$ cat config.mk
export PLATFORM = sky130hd
export DESIGN_NAME = svdp_mac
export DESIGN_NICKNAME = d
export VERILOG_FILES = /design/src/hdl/svdp_pkg.sv /design/src/hdl/svdp_mac.sv
export SDC_FILE = /design/constraint.sdc
export NUM_CORES = 2
export LEC_CHECK = 0
export CAP_MARGIN = 20
export CORE_MARGIN = 5
export CORE_UTILIZATION = 55
export CTS_BUF_LIST = sky130_fd_sc_hd__clkbuf_4 sky130_fd_sc_hd__clkbuf_8
export CTS_CLUSTER_DIAMETER = 120
export DETAILED_ROUTE_END_ITERATION = 7
export DONT_BUFFER_PORTS = 1
export HOLD_SLACK_MARGIN = 0.12
export PLACE_DENSITY = 0.75
export SETUP_SLACK_MARGIN = 0.3
export SLEW_MARGIN = 10
export SYNTH_ARGS = -nofsm -noshare
export SYNTH_HDL_FRONTEND = slang
export SYNTH_SLANG_ARGS = --single-unit
$ cat constraint.sdc
create_clock -name clk_i -period 4.64 [get_ports clk_i]
set_input_delay 0.232 -clock clk_i [delete_from_list [all_inputs] [get_ports clk_i]]
set_output_delay 0.232 -clock clk_i [all_outputs]
set_load 0.005 [all_outputs]
$ cat src/hdl/svdp_pkg.sv
// ----------------------------------------------------------------------------
// Sparse vector dot product package
// Shared types and constants for the merge-join sequencer and its MAC unit.
// ----------------------------------------------------------------------------
`default_nettype none

package svdp_pkg;

  localparam int unsigned ValueWidth = 32;
  localparam int unsigned AccWidth   = 64;
  localparam int unsigned MatchWidth = 9;

  localparam logic                  CmdEntryA = 1'b0;
  localparam logic                  CmdEntryB = 1'b1;
  localparam logic [MatchWidth-1:0] MatchMax  = 9'd511;

  typedef enum logic [1:0] {
    ST_IDLE,
    ST_CMP,
    ST_ACC,
    ST_DONE
  } svdp_state_e;

  typedef struct packed {
    logic mul_en;
    logic acc_en;
    logic clear;
  } mac_ctrl_t;

endpackage

`default_nettype wire

$ cat src/hdl/svdp_mac.sv
// ----------------------------------------------------------------------------
// Sparse vector dot product multiply-accumulate unit
// Registered signed Q16.16 product followed by a saturating Q32.32 accumulate.
// ----------------------------------------------------------------------------
`default_nettype none

module svdp_mac (
  input  wire logic                                clk_i,
  input  wire logic                                rst_ni,
  input  wire svdp_pkg::mac_ctrl_t                 ctrl_i,
  input  wire logic [svdp_pkg::ValueWidth-1:0]     a_value_i,
  input  wire logic [svdp_pkg::ValueWidth-1:0]     b_value_i,
  output logic      [svdp_pkg::AccWidth-1:0]       acc_o,
  output logic                                     sat_o
);

  import svdp_pkg::*;

  localparam logic [AccWidth-1:0] AccMax = {1'b0, {(AccWidth-1){1'b1}}};
  localparam logic [AccWidth-1:0] AccMin = {1'b1, {(AccWidth-1){1'b0}}};

  logic signed [AccWidth-1:0] prod_q;
  logic        [AccWidth-1:0] acc_q, acc_d;
  logic                       sat_q, sat_d;
  logic        [AccWidth:0]   sum;

  always_ff @(posedge clk_i) begin
    if (ctrl_i.mul_en) begin
      prod_q <= $signed(a_value_i) * $signed(b_value_i);
    end
  end

  always_comb begin
    sum   = {acc_q[AccWidth-1], acc_q} + {prod_q[AccWidth-1], prod_q};
    acc_d = acc_q;
    sat_d = sat_q;
    if (ctrl_i.clear) begin
      acc_d = '0;
      sat_d = 1'b0;
    end else if (ctrl_i.acc_en) begin
      if (sum[AccWidth] != sum[AccWidth-1]) begin
        acc_d = sum[AccWidth] ? AccMin : AccMax;
        sat_d = 1'b1;
      end else begin
        acc_d = sum[AccWidth-1:0];
      end
    end
  end

  always_ff @(posedge clk_i or negedge rst_ni) begin
    if (!rst_ni) begin
      acc_q <= '0;
      sat_q <= 1'b0;
    end else begin
      acc_q <= acc_d;
      sat_q <= sat_d;
    end
  end

  assign acc_o = acc_q;
  assign sat_o = sat_q;

endmodule

`default_nettype wire

==> results.yml <==
sta:
  whs_ps: 243.4
  finalSetupViolations: 53
  hold_viol_final: 0
  slew_headroom: 0.5041
  fin_crit_ps: 6685
  tightest_slew_ps: 743.9
  max_freq_ghz: 0.1496
  rsz0062_at_grt: "true"
  finalCritPeriodShare: 1.441
  drv_slew: 0
  fin_skew_ps: 21.89
  fin_ws_ps: -2045
run_status:
  violations: "DRC, setup timing"
  status: "complete, but fails checks"
job:
  cap_violations: 0
clocking:
  cts_sinks: 129
  clock_latency_ps: 500
  cts_buffers: 17
  clockRootBuffer: "clkbuf_8"
  clk_path_buf_depth: 2
  clkTransAtPathRegs_ps: 80
  cts_htree_levels: 4
  cts_tree: "done"
logic_synthesis:
  ys_ff_latch: 129
  syn_nets: 6175
  seq_area_frac_synth: 0.08007
  avgSynthCellArea_um2: 9.281
  netlist_instances: 4775
  syn_area_um2: 44320
  yosys_warnings: 0
  async_flop_share: 0.5039
  synth_cell_types: 69
  synth_edf_count: 64
  dominantRegCellSynth: "dfrtp_1"
grt:
  grt_overflow: 0
  grt_usage: 0.2924
  grt_pass1_wl_um: 198900
  antenna_found_initial: 5
  grt_pass1_vias: 36490
  grt_max_degree: 66
setup_path:
  worstSetupEndpointType: "flop"
  cp_num_buf_inv: 3
  ff2ff_setup_slack_ps: 480
  crit_cells: 23
  crit_family: "adder cells"
  crit_type: "input pin to flop"
  cp.arrival_ps: 6920
  crit_top_cell: "fa_1"
  reg2reg_to: "acc_o[10]"
  timing.rr.start: "acc_o[6]"
  startpoint_type: "input pin"
  reg2reg_depth: 14
  required_ps: 4880
  cp_slowest_cell: "fa_2"
  worstPathCellList: "and2_1, fa_1, inv_1, buf_4, fa_1, fa_1, fa_1, inv_1, fa_2, fa_1, fa_1, fa_1, ha_1, o21a_1, o21ai_0, a31oi_4, o21a_1, o21ai_2, a31o_4, o21ai_4, o41ai_4, o21ai_1, xor2_1"
  cpPeakStageDelay_ps: 660
  critPathMaxFanout: 32
cells_and_area:
  multi_input_area_um2: 37310
  final_nets: 6267
  area.growth.synth_to_final_pct: 11.05
  regArea_um2: 3548
  fillCellCount: 6446
  layout-drive-gt1-share: 0.1270
  fin_cells: 5943
  final_util: 0.6140
floorplan:
  rows: 104
  start_util: 0.5529
  core_um2: 80160
  die_h_um: 293.9
  die_x_um: 293.9
  io_pins: 134
  fp.dieArea_um2: 86360
min_path:
  hp-class: "input pin to flop"
  hold_path.startpoint: "ctrl_i[0]"
  whs_path_depth: 4
  holdPathEnd: "acc_o[59]"
drt:
  wl_um: 123600
  avgRoutedWirePerCell_um: 20.80
  avgViaCountPerCell: 5.583
  route.detailed.drc: 1
  drtAntennaViolNets: 0
  drtPass1Iterations: 8
  drtIter0Drc: 2543
  vias: 33180
placed_design:
  numPlacedInstances: 5853
  hpwlAfterDp_um: 93610
  place_ws_ps: -2691
  io_buffers: 0
  routabilityCongestion: 0.9289
==> registers in the layout, indices dropped and copies added (netlist names) <==
signal	flops
acc_o	64
prod_q	64
sat_o	1
==> metal layers <==
layer | global-route usage | vias to the layer above | share of wire
met5 | 0 | - | 0.000097
met4 | 0.09525 | 2 | 0.037
met3 | 0.1068 | 323 | 0.13
met2 | 0.4552 | 1685 | 0.45
li1 | - | 14360 | -
met1 | 0.3854 | 16810 | 0.39
==> cells in the mapped netlist (3+ instances only) <==
| cell type | number | area, µm² |
|---|---|---|
| a2111oi_0 | 3 | 26.28 |
| a211o_1 | 3 | 26.28 |
| a211oi_1 | 12 | 90.09 |
| a21boi_0 | 7 | 52.55 |
| a21o_1 | 81 | 608.1 |
| a21oi_1 | 133 | 665.6 |
| a221oi_1 | 4 | 35.03 |
| a31o_2 | 3 | 26.28 |
| a31oi_1 | 14 | 87.58 |
| a41oi_1 | 4 | 35.03 |
| and2_1 | 508 | 3178 |
| and3_1 | 13 | 81.33 |
| and4_1 | 5 | 43.79 |
| buf_2 | 7 | 35.03 |
| buf_6 | 6 | 67.56 |
| clkbuf_1 | 231 | 867.1 |
| dfrtp_1 | 65 | 1627 |
| edfxtp_1 | 64 | 1922 |
| fa_1 | 1083 | 21680 |
| ha_1 | 248 | 3103 |
| inv_1 | 1042 | 3911 |
| nand2_1 | 623 | 2338 |
| nand2b_1 | 23 | 143.9 |
| nand3_1 | 31 | 155.2 |
| nand4_1 | 23 | 143.9 |
| nor2_1 | 141 | 529.3 |
| nor2b_1 | 15 | 93.84 |
| nor3_1 | 10 | 50.05 |
| nor4_1 | 4 | 25.02 |
| o2111ai_1 | 3 | 26.28 |
| o211ai_1 | 9 | 67.56 |
| o21a_1 | 18 | 135.1 |
| o21ai_0 | 64 | 320.3 |
| o21ai_1 | 64 | 320.3 |
| o21bai_1 | 29 | 217.7 |
| o221ai_1 | 6 | 52.55 |
| o22ai_1 | 4 | 25.02 |
| o31ai_1 | 4 | 30.03 |
| or2_2 | 4 | 25.02 |
| or3_1 | 3 | 18.77 |
| xnor2_1 | 83 | 727.0 |
| xor2_1 | 44 | 385.4 |
==> cell type report <==
cell class | instances | share of cell area
Multi-Input combinational cell | 3358 | 0.7580
Inverter | 1042 | 0.07965
Sequential cell | 129 | 0.07210
Timing Repair Buffer | 319 | 0.05423
Tap cell | 1060 | 0.02695
Clock buffer | 17 | 0.004754
Clock inverter | 15 | 0.004144
Antenna cell | 3 | 0.0001525
==> cell usage in the layout, fill, tap and decap left out, types with 26 or more instances in the layout <==
master	Yosys	routed
and2_1	508	489
ha_1	248	219
a21o_1	81	81
inv_1	1042	1000
fa_2	0	48
nor2_1	141	131
nand2_1	623	609
a21oi_1	133	104
buf_6	6	43
fa_1	1083	1035
o21ai_0	64	38
inv_2	0	39
o21bai_1	29	26
dfrtp_1	65	65
edfxtp_1	64	64
o21ai_1	64	72
nand3_1	31	26
ha_4	0	27
xnor2_1	83	75
xor2_1	44	42
buf_4	0	261
==> cell families after synthesis <==
| family | count (synthesis) | share of synthesized area |
|---|---|---|
| AOI/OAI and AO/OA | 485 | 0.06852 |
| xor gates and xnor gates | 128 | 0.02547 |
| adders and majority gates | 1331 | 0.5592 |
| buffers and inverters | 1288 | 0.1103 |
| DFF | 129 | 0.08007 |
| muxes | 3 | 0.0007058 |
| and+or+nand+nor | 1411 | 0.1557 |
==> per-stage QoR <==
step | TNS, ps | cell area (µm²)
after floorplan | -92550 | 45250
after global placement | -107100 | 47240
after detailed placement | -110570 | 47240
after CTS | -78190 | 48580
after global routing | -90350 | 49210
final | -81420 | 49220
==> how the worst max path moves through the flow <==
stage	from	to	slack (ps)
final	a_value_i[31]	prod_q[62]	-2040
after global placement	b_value_i[5]	prod_q[60]	-2590
after floorplan	b_value_i[2]	prod_q[60]	-2660
after CTS	a_value_i[11]	prod_q[63]	-2040
after global routing	a_value_i[23]	prod_q[60]	-2250
after detailed placement	a_value_i[16]	prod_q[62]	-2690
==> what timing repair did <==
action,4_1_cts,5_1_grt
endpoints found under the setup margin,82,106
pin swaps,121,109
setup buffers,23,21
endpoints found under the hold margin,133,0
resized for setup,133,122
hold buffers,11,0
==> tightest hold or removal path, stage by stage <==
cell and delay, ps:
nor3b_2 30, o21ai_4 60, buf_12 240, o21ai_1 110
Power is left out: the tool's default activity adds up to more than one toggle a clock period on the data nets, which glitch-free logic cannot reach.
